$ cat src/qse_pkg.sv
// package for the quicksort engine: widths, cell opcodes, cell control type, compare function
`default_nettype none
package qse_pkg;

  localparam int QSE_MAX_ELEMENTS = 64;
  localparam int QSE_DATA_W       = 32;

  // cell opcodes
  localparam logic [2:0] OP_HOLD  = 3'd0;
  localparam logic [2:0] OP_LOAD  = 3'd1;
  localparam logic [2:0] OP_EVEN  = 3'd2;
  localparam logic [2:0] OP_ODD   = 3'd3;
  localparam logic [2:0] OP_SHIFT = 3'd4;

  typedef logic signed [QSE_DATA_W-1:0] data_t;

  typedef struct packed {
    logic [2:0] op;
    logic       desc;
  } cell_ctrl_t;

  // true when element a must be placed after element b; empty slots go last
  function automatic logic comes_after(input data_t a, input logic a_vld,
                                       input data_t b, input logic b_vld,
                                       input logic desc);
    logic res;
    if (!a_vld) begin
      res = b_vld;
    end else if (!b_vld) begin
      res = 1'b0;
    end else begin
      res = desc ? (a < b) : (a > b);
    end
    return res;
  endfunction

endpackage
`default_nettype wire

$ cat src/qse_cell.sv
// one sorter cell: holds an element, loads from the left, shifts out to the left,
// and does compare-exchange with a neighbor on even/odd phases
`default_nettype none
module qse_cell #(
  parameter int IDX = 0,
  parameter int N   = 64
) (
  input  wire                  clk,
  input  wire                  rst_n,
  input  qse_pkg::cell_ctrl_t  ctrl,
  input  qse_pkg::data_t       left_value,
  input  wire                  left_valid,
  input  qse_pkg::data_t       right_value,
  input  wire                  right_valid,
  output qse_pkg::data_t       value,
  output logic                 valid
);
  import qse_pkg::*;

  localparam bit IS_ODD    = (IDX % 2) == 1;
  localparam bit HAS_LEFT  = IDX > 0;
  localparam bit HAS_RIGHT = IDX < N - 1;

  data_t value_r, value_nxt;
  logic  valid_r, valid_nxt;
  logic  pair_right, pair_left;
  logic  swap_right, swap_left;

  always_comb begin
    pair_right = HAS_RIGHT && (((ctrl.op == OP_EVEN) && !IS_ODD) ||
                               ((ctrl.op == OP_ODD) && IS_ODD));
    pair_left  = HAS_LEFT && (((ctrl.op == OP_EVEN) && IS_ODD) ||
                              ((ctrl.op == OP_ODD) && !IS_ODD));
    swap_right = comes_after(value_r, valid_r, right_value, right_valid, ctrl.desc);
    swap_left  = comes_after(left_value, left_valid, value_r, valid_r, ctrl.desc);
  end

  always_comb begin
    value_nxt = value_r;
    valid_nxt = valid_r;
    unique case (ctrl.op)
      OP_LOAD: begin
        value_nxt = left_value;
        valid_nxt = left_valid;
      end
      OP_SHIFT: begin
        value_nxt = right_value;
        valid_nxt = right_valid;
      end
      OP_EVEN, OP_ODD: begin
        if (pair_right && swap_right) begin
          value_nxt = right_value;
          valid_nxt = right_valid;
        end else if (pair_left && swap_left) begin
          value_nxt = left_value;
          valid_nxt = left_valid;
        end
      end
      default: begin
        value_nxt = value_r;
        valid_nxt = valid_r;
      end
    endcase
  end

  always_ff @(posedge clk) begin
    value_r <= value_nxt;
    if (!rst_n) begin
      valid_r <= 1'b0;
    end else begin
      valid_r <= valid_nxt;
    end
  end

  assign value = value_r;
  assign valid = valid_r;

endmodule
`default_nettype wire
$ cat config.mk
export PLATFORM = sky130hd
export DESIGN_NAME = qse_cell
export DESIGN_NICKNAME = d
export VERILOG_FILES = /design/src/qse_pkg.sv /design/src/qse_cell.sv
export SDC_FILE = /design/constraint.sdc
export NUM_CORES = 1
export LEC_CHECK = 0
export CORE_ASPECT_RATIO = 0.5
export CORE_UTILIZATION = 34
export DETAILED_ROUTE_END_ITERATION = 12
export DONT_BUFFER_PORTS = 1
export MAX_ROUTING_LAYER = met4
export SYNTH_ARGS = -nofsm -noshare
export SYNTH_HDL_FRONTEND = slang
export SYNTH_SLANG_ARGS = --single-unit
$ cat constraint.sdc
create_clock -name clk -period 3.3 [get_ports clk]
set_clock_uncertainty 0.05 [all_clocks]
set_input_delay 0.66 -clock clk [delete_from_list [all_inputs] [get_ports clk]]
set_output_delay 0.66 -clock clk [all_outputs]
set_load 0.01 [all_outputs]
# Word level (Yosys, flattened, before mapping)
# Index checks and enable logic that the tools add are counted.
dict set report word_totals {
  reg_bits 33
  output_inout_bits 33
  elab_cells 20
}
dict set report op_classes {
  magnitude_cmp 2
  eq_ne 5
  muxes 7
  reduce_logical 4
}
# cell count
set op_table {}
lappend op_table {{$pmux 32 s3} 1}
lappend op_table {{$gt 32x32->1} 1}
lappend op_table {{$lt 32x32->1} 1}
lappend op_table {{$mux 32} 1}
lappend op_table {{$eq 3x2->1 const B} 2}
lappend op_table {{$mux 1} 4}
lappend op_table {{$eq 3x1->1 const B} 1}
lappend op_table {{$eq 3x3->1 const B} 1}
lappend op_table {{$pmux 1 s3} 1}
lappend op_table {{$reduce_bool 3->1} 1}
lappend op_table {{$ne 2x2->1 const B} 1}
lappend op_table {{$reduce_and 2->1} 1}
lappend op_table {{$reduce_or 2->1} 1}
lappend op_table {{$logic_and 1x1->1} 1}

# Depth between registers and ports, before layout
# Gate-level depths: netlist of the first run.
dict set report depth {
  word_depth 7
  depth_mapped 8
}

# Worst setup path after synthesis of the first run
# No wires, ideal clock.
dict set report synth_path {
  kind {input port to flip-flop}
  from {input port right_value[5]}
  to {register value_r[0], in the netlist value[0], enable pin}
  setup_ns 0.389
  arrival_ns 2.651
  slack_ns 0.209
  path_stages 8
  path_buffers 0
  cell_sequence {inv_1 ha_1 a21oi_1 o21ai_0 a221o_1 o311a_1 mux2i_1 nand2_1}
}
dict set report synth_between {
  elab_chain_cells 7
  elab_cells_between_ends 8
}
# element line
set synth_lines {}
lappend synth_lines {{start: declaration} qse_cell.sv:13} ;# input qse_pkg::data_t right_value,
lappend synth_lines {{$gt 32x32->1 / $lt 32x32->1 (equally long branches)} qse_pkg.sv:32} ;# res = desc ? (a < b) : (a > b);
lappend synth_lines {{$mux 1 *} qse_pkg.sv:32}
lappend synth_lines {{$mux 1 *} qse_pkg.sv:29} ;# end else if (!b_vld) begin
lappend synth_lines {{$mux 1 *} qse_pkg.sv:27} ;# if (!a_vld) begin
lappend synth_lines {{$logic_and 1x1->1 *} qse_cell.sv:51} ;# if (pair_right && swap_right) begin
lappend synth_lines {{$ne 2x2->1 (no source line) *} --}
lappend synth_lines {{$reduce_and 2->1 (no source line) *} --}
lappend synth_lines {{end signal: assignment} qse_cell.sv:67} ;# value_r <= value_nxt;
lappend synth_lines {{end: declaration} qse_cell.sv:24} ;# data_t value_r, value_nxt;
# Every way passes the cells marked *; elsewhere a longest branch is shown, timed or not.
# A chain may end at the register's enable or synchronous reset.

# Final worst setup path of the first run
dict set report layout_path {
  from {register value_r[15], in the netlist value[15]}
  to {register value_r[21], in the netlist value[21], enable pin}
}
dict set report layout_between {
  elab_chain_cells 7
  elab_cells_between_ends 8
}
# element line
set layout_lines {}
lappend layout_lines {{$gt 32x32->1 / $lt 32x32->1 (equally long branches)} qse_pkg.sv:32}
lappend layout_lines {{$mux 1 *} qse_pkg.sv:32}
lappend layout_lines {{$mux 1 *} qse_pkg.sv:29}
lappend layout_lines {{$mux 1 *} qse_pkg.sv:27}
lappend layout_lines {{$logic_and 1x1->1 *} qse_cell.sv:51}
lappend layout_lines {{$ne 2x2->1 (no source line) *} --}
lappend layout_lines {{$reduce_and 2->1 (no source line) *} --}
# Marked as above.

==> results of run 1 <==
## synthesized netlist by cell type (2+ instances only)
| cell | instances | share of area, % |
|---|---|---|
| sky130_fd_sc_hd__ha_1 | 32 | 17 |
| sky130_fd_sc_hd__nor2_1 | 7 | 1.1 |
| sky130_fd_sc_hd__edfxtp_1 | 32 | 42 |
| sky130_fd_sc_hd__mux2_1 | 2 | 0.98 |
| sky130_fd_sc_hd__o21ai_0 | 5 | 1.1 |
| sky130_fd_sc_hd__mux2i_1 | 2 | 0.87 |
| sky130_fd_sc_hd__buf_2 | 3 | 0.65 |
| sky130_fd_sc_hd__a21oi_1 | 14 | 3.0 |
| sky130_fd_sc_hd__nand4_1 | 5 | 1.4 |
| sky130_fd_sc_hd__nand2_1 | 11 | 1.8 |
| sky130_fd_sc_hd__nand2b_1 | 3 | 0.81 |
| sky130_fd_sc_hd__nand3_1 | 4 | 0.87 |
| sky130_fd_sc_hd__inv_1 | 32 | 5.2 |
| sky130_fd_sc_hd__mux2_2 | 30 | 15 |
## kinds of logic after synthesis
kind of cell / share of synthesized area (%)
buf+inv: 5.87
fa+ha+maj: 17.4
compound gates: 7.28
simple gates: 9.99
flops: 42.6
xor+xnor: 0.380
mux: 16.5
## worst min-delay path by stage
stage | startpoint | to | depth (start not counted)
floorplan | valid | valid | 2
global placement | valid | valid | 2
detailed placement | valid | valid | 2
CTS | rst_n | valid | 2
global route | rst_n | valid | 2
finish | rst_n | valid | 2
## where the power goes
group / total, mW / switching (mW) / internal (mW)
Clock: 0.426 / 0.153 / 0.272
Combinational: 0.194 / 0.101 / 0.0922
Sequential: 0.549 / 0.0396 / 0.509
Total: 1.17 / 0.294 / 0.874
## per-layer routing
layer	track usage (%)	wire length, um	up-vias
li1	-	-	749
met1	15.6	1920	699
met2	25.3	2430	47
met3	5.53	384	4
met4	3.62	45	0
met5	-	0	-
## worst max-delay path, cell delays in order (launching register included)
cell and delay, ns:
sky130_fd_sc_hd__edfxtp_1 0.46, sky130_fd_sc_hd__ha_1 0.34, sky130_fd_sc_hd__nand4_1 0.16, sky130_fd_sc_hd__nor4_1 0.45
sky130_fd_sc_hd__a21boi_1 0.21, sky130_fd_sc_hd__o311a_1 0.21, sky130_fd_sc_hd__mux2i_1 0.19, sky130_fd_sc_hd__nand2_1 0.08
sky130_fd_sc_hd__buf_4 0.23
## cell type report
class / instances / share of cell area, %
Multi-Input combinational cell: 133 / 46.8
Sequential cell: 33 / 38.2
Clock buffer: 6 / 5.02
Inverter: 32 / 4.68
Tap cell: 88 / 4.29
Timing Repair Buffer: 3 / 0.878
Clock inverter: 1 / 0.146
## registers in the layout (all words and copies together), names as in the netlist
signal  cells
valid       1
value      32
==> qor.tcl, run 1 <==
set qor(syn_avg_cell_area_um2) 11.5
set qor(cts-root-to-sink-buffers) 2
set qor(critPathLaunchType) {register}
set qor(postRouteAntennaNets) 0
set qor(syn-cell-area_mm2) 0.00230
set qor(wl_per_cell_um) 16.2
set qor(clk_pin_slew_ns) 0.05
set qor(die_w_um) 118
set qor(register_area_um2) 981
set qor(multi_input_combinational_cell_area_mm2) 0.00120
set qor(hold_fails_final_rpt) 0
set qor(detailed_place_hpwl_um) 3920
set qor(hold_slack_ns) 0.502
set qor(vias) 1499
set qor(critPathKind) {reg2reg}
set qor(yosysSeqAreaShare_pct) 42.6
set qor(worst_setup_path_startpoint) {value[15]}
set qor(max_cap_violations) 0
set qor(route.detailed.vias_per_inst) 5.06
set qor(path_max_fanout) 19
set qor(grt_pass1_vias) 1514
set qor(post_synth_num_cell_types) 33
set qor(cts_setup_buffers) 0
set qor(place_congestion) 0.695
set qor(design_power_total_mw) 1.17
set qor(dp.cells) 289
set qor(synth_enable_flop_cells) 32
set qor(post_synthesis_cells) 201
set qor(cts.htree.levels) 2
set qor(floorplan.die.height_um) 60.2
set qor(area_growth_pct) 11.4
set qor(antenna_cells) 0
set qor(route.detailed.drc) 0
set qor(timing.rr.end) {value[21]}
set qor(worstReg2RegStart) {value[15]}
set qor(max_slew.worst_pin.slew_ns) 0.443
set qor(io_buffer_count) 0
set qor(setup_tns_ns) 0
set qor(final_cells) 296
set qor(tritoncts) {yes}
set qor(syn-num-nets) 305
set qor(wire_length_of_the_first_global_routing_pass_um) 7360
set qor(final_min_period_over_clock_period_pct) 80.2
set qor(gr-usage-all-layers_pct) 14.3
set qor(top_level_ports) 105
set qor(min_path_type) {in2reg}
set qor(postRouteWirelength_um) 4780
set qor(outcome) {finished, final reports clean}
set qor(place_worst_setup_slack_ns) 0.446
set qor(mostFrequentLayoutCells) {sky130_fd_sc_hd__inv_1, sky130_fd_sc_hd__ha_1, sky130_fd_sc_hd__edfxtp_1}
set qor(finalMaxSlewViolations) 0
set qor(power.static_leakage_nw) 1.08
set qor(reg2reg_setup_slack_ns) 0.65
set qor(grt_start_max_net_pins) 33
set qor(fmax_mhz) 378
set qor(critPathCapture) {value[21]}
set qor(drt_first_pass_iters) 5
set qor(post_cts.resized_instances) 0
set qor(placement.cell_area_mm2) 0.00243
set qor(cts_num_sinks) 33
set qor(core_area_mm2) 0.00631
set qor(post-route-worst-setup-slack_ns) 0.654
set qor(layout_min_cycle_time_ns) 2.65
set qor(critPathCaptureType) {register}
set qor(cp.required_ns) 3.26
set qor(final_core_util_pct) 40.7
set qor(layout.filler_cells) 621
set qor(cp.arrival_ns) 2.60
set qor(synth_ff_type) {sky130_fd_sc_hd__edfxtp_1}
set qor(post-route-cell-area_mm2) 0.00257
set qor(cts.hold.buffers_added) 0
set qor(yosysWarningCount) 0
set qor(unrepaired_setup_endpoints_after_global_routing) {false}
set qor(ir_drop_mv) 0.176
set qor(drt_iter0_markers) 47
set qor(slew-limit-headroom_pct) 70.5
set qor(synth-async-reset-ratio_pct) 0
set qor(worst_skew_pair.late_latency_ns) 0.27
set qor(share_of_layout_cells_above_drive_strength_1_pct) 20.7
set qor(placement_rows) 20
set qor(finish.net_count) 312
set qor(gr-total-overflow) 0
set qor(cts_root_buf) {sky130_fd_sc_hd__clkbuf_16}
set qor(flops_latches_synth) 33
set qor(floorplan.initialDensity_pct) 36.5
set qor(power_density_mw_per_mm2) 455
set qor(antenna_found_initial) 0
set qor(die_area_mm2) 0.00713
set qor(worst_r2r_path_depth) 8
set qor(finalSetupViolCount) 0
set qor(tritoncts.num_buffers) 5
No activity file was read; power rests on OpenSTA's default activity.
==> run 2: changes to the inputs <==
==> constraint.sdc (replaced) <==
create_clock -name clk -period 2.31 [get_ports clk]
set_clock_uncertainty 0.05 [all_clocks]
set_input_delay 0.462 -clock clk [delete_from_list [all_inputs] [get_ports clk]]
set_output_delay 0.462 -clock clk [all_outputs]
set_load 0.01 [all_outputs]
==> run 2 against run 1 <==
The run now ends with negative setup slack left. Final cell count grew 18%. Fmax up 9.2%. Die area unchanged. Clock power is 54% higher. Critical path type unchanged. Largest power group unchanged.
==> qor.tcl, run 2 (same netlist as run 1, synthesis figures left out) <==
set qor(setup_tns_ns) -3.38 ;# -3.38 ns
set qor(critical-path-slowest-cell) {sky130_fd_sc_hd__edfxtp_1}
set qor(clk_pin_slew_ns) 0.05 ;# about the same
set qor(layout_min_cycle_time_ns) 2.42 ;# -0.222 ns
set qor(post-route-worst-setup-slack_ns) -0.114 ;# -0.768 ns
set qor(cts_num_sinks) 33 ;# unchanged
set qor(critPathKind) {reg2reg}
set qor(fmax_mhz) 413 ;# +9.2%
set qor(critical_path_cell_sequence) {ha_1, nand4_1, buf_4, nor2_1, a221o_1, o311a_1, mux2i_2, nand2_4, buf_12}
set qor(failed_checks) {negative setup slack}
set qor(floorplan.initialDensity_pct) 36.5 ;# unchanged
set qor(final_min_period_over_clock_period_pct) 105 ;# +25 points
set qor(critPathLaunchType) {register}
set qor(final_core_util_pct) 50.8 ;# +10 points
set qor(cts.htree.levels) 2 ;# unchanged
set qor(drt_first_pass_iters) 4 ;# -1
set qor(cp.arrival_ns) 2.40 ;# -0.20 ns
set qor(finalMaxSlewViolations) 0 ;# unchanged
set qor(path_buf_inv) 2 ;# +1
set qor(die_w_um) 118 ;# unchanged
set qor(min_path_type) {in2reg}
set qor(place_worst_setup_slack_ns) -0.245 ;# -0.691 ns
set qor(route.detailed.vias_per_inst) 4.97 ;# -1.8%
set qor(max_cap_violations) 0 ;# unchanged
set qor(worst_skew_pair.late_latency_ns) 0.27 ;# about the same
set qor(wl_per_cell_um) 15.5 ;# -4.1%
set qor(detailed_place_hpwl_um) 4380 ;# +12%
set qor(top_level_ports) 105 ;# unchanged
set qor(dp.cells) 335 ;# +16%
set qor(cts.hold.buffers_added) 0 ;# unchanged
set qor(final_cells) 350 ;# +18%
set qor(cts_root_buf) {sky130_fd_sc_hd__clkbuf_16}
set qor(finalSetupViolCount) 32 ;# +32
set qor(ir_drop_mv) 0.281 ;# +60%
set qor(core_area_mm2) 0.00631 ;# unchanged
set qor(max_stage_delay_ns) 0.39 ;# -0.07 ns
set qor(floorplan.die.height_um) 60.2 ;# unchanged
set qor(power.static_leakage_nw) 1.36 ;# +25%
set qor(io_buffer_count) 0 ;# unchanged
set qor(max_slew.worst_pin.slew_ns) 0.413 ;# -0.0298 ns
set qor(slew-limit-headroom_pct) 72.4 ;# +2.0 points
set qor(cp_top_family) {compound AO/OA/AOI/OAI gates}
set qor(antenna_cells) 0 ;# unchanged
set qor(drt_iter0_markers) 45 ;# -4.3%
set qor(power_density_mw_per_mm2) 589 ;# +29%
set qor(outcome) {finished, violations left}
set qor(finish.net_count) 365 ;# +17%
set qor(postRouteAntennaNets) 0 ;# unchanged
set qor(antenna_found_initial) 0 ;# unchanged
set qor(critPathCaptureType) {register}
set qor(route.detailed.drc) 0 ;# unchanged
set qor(hold_slack_ns) 0.318 ;# -0.184 ns
set qor(cts-root-to-sink-buffers) 2 ;# unchanged
set qor(path_max_fanout) 17 ;# -2
set qor(share_of_layout_cells_above_drive_strength_1_pct) 46.2 ;# +26 points
set qor(unrepaired_setup_endpoints_after_global_routing) {true}
set qor(layout.filler_cells) 553 ;# -11%
set qor(gr-total-overflow) 0 ;# unchanged
set qor(hold_fails_final_rpt) 0 ;# unchanged
set qor(mostFrequentLayoutCell) {sky130_fd_sc_hd__buf_4}
set qor(postRouteWirelength_um) 5420 ;# +13%
set qor(wire_length_of_the_first_global_routing_pass_um) 8290 ;# +13%
set qor(vias) 1740 ;# +16%
set qor(place_congestion) 0.848 ;# +22%
set qor(tritoncts.num_buffers) 5 ;# unchanged
set qor(tritoncts) {yes}
set qor(largest_register_ffs) 32 ;# unchanged
set qor(cp.required_ns) 2.29 ;# -0.97 ns
set qor(gr-usage-all-layers_pct) 15.9 ;# +1.5 points
set qor(grt_start_max_net_pins) 33 ;# unchanged
set qor(placement_rows) 20 ;# unchanged
set qor(die_area_mm2) 0.00713 ;# unchanged
set qor(area_growth_pct) 39.2
set qor(grt_pass1_vias) 1821 ;# +20%
set qor(mostFrequentLayoutCells) {sky130_fd_sc_hd__buf_4, sky130_fd_sc_hd__edfxtp_1, sky130_fd_sc_hd__mux2_2}
run 2: changes by cell type in the layout (fill, tap and decap cells not counted), sizes merged:
cell	change
buf	+53
clkbuf	+2
clkinv	-1
run 2: worst register-to-register path, cell delays in order, from the launching register on:
cell                       delay (ns)
sky130_fd_sc_hd__edfxtp_1        0.39
sky130_fd_sc_hd__ha_1            0.30
sky130_fd_sc_hd__nand4_1         0.11
sky130_fd_sc_hd__buf_4           0.13
sky130_fd_sc_hd__nor2_1          0.04
sky130_fd_sc_hd__a221o_1         0.32
sky130_fd_sc_hd__o311a_1         0.35
sky130_fd_sc_hd__mux2i_2         0.23
sky130_fd_sc_hd__nand2_4         0.10
sky130_fd_sc_hd__buf_12          0.17
run 2: layer usage:
layer  part of all wire (%)  routed length [um]  vias to the layer above  track usage (%)
met1                     43                2350                      829             17.9
li1                       -                   -                      857                -
met2                     50                2720                       50             28.3
met3                    6.0                 323                        4             4.68
met4                   0.61                  33                        0             4.16
met5                      0                   0                        -                -
run 2: path summary, 6_finish.rpt:
check / startpoint / end / slack (ns) / cells past startpoint
min reg2reg: valid / valid / 0.58 / 2
max: value[8] / value[27] / -0.11 / 9
max reg2reg: value[8] / value[27] / -0.11 / 9
min: rst_n / valid / 0.32 / 2
run 2: where the power goes:
group / internal [mW] / total (mW) / switching (mW) / leakage (nW)
combinational: 0.255 / 0.470 / 0.214 / 0.975
clock: 0.429 / 0.657 / 0.228 / 0.0712
sequential: 0.726 / 0.762 / 0.0360 / 0.310
run 2: through the flow:
stage	total power [mW]	instance area (um^2)
after floorplan	1.03	2440
after global placement	1.20	2950
after detailed placement	1.22	2950
after CTS	1.89	3130
after global routing	1.99	3210
final	1.89	3210
run 2: layout make-up:
type                    instances  area (um^2)  share of cell area, %
well taps                      88          110                   3.43
repair buffers                 56          458                   14.3
flip-flops and latches         33          981                   30.6
clock buffers                   8          146                   4.57
multi-input cells             133         1390                   43.3
inverters                      32          123                   3.83
run 2: timing repair:
item                                   in CTS  in global routing
endpoints found under the hold margin       0                  0
setup endpoints to repair                  32                 32
pin swaps                                   1                 11
gates cloned                                0                  0
gates resized for setup                     1                  4
buffers inserted                            3                  4
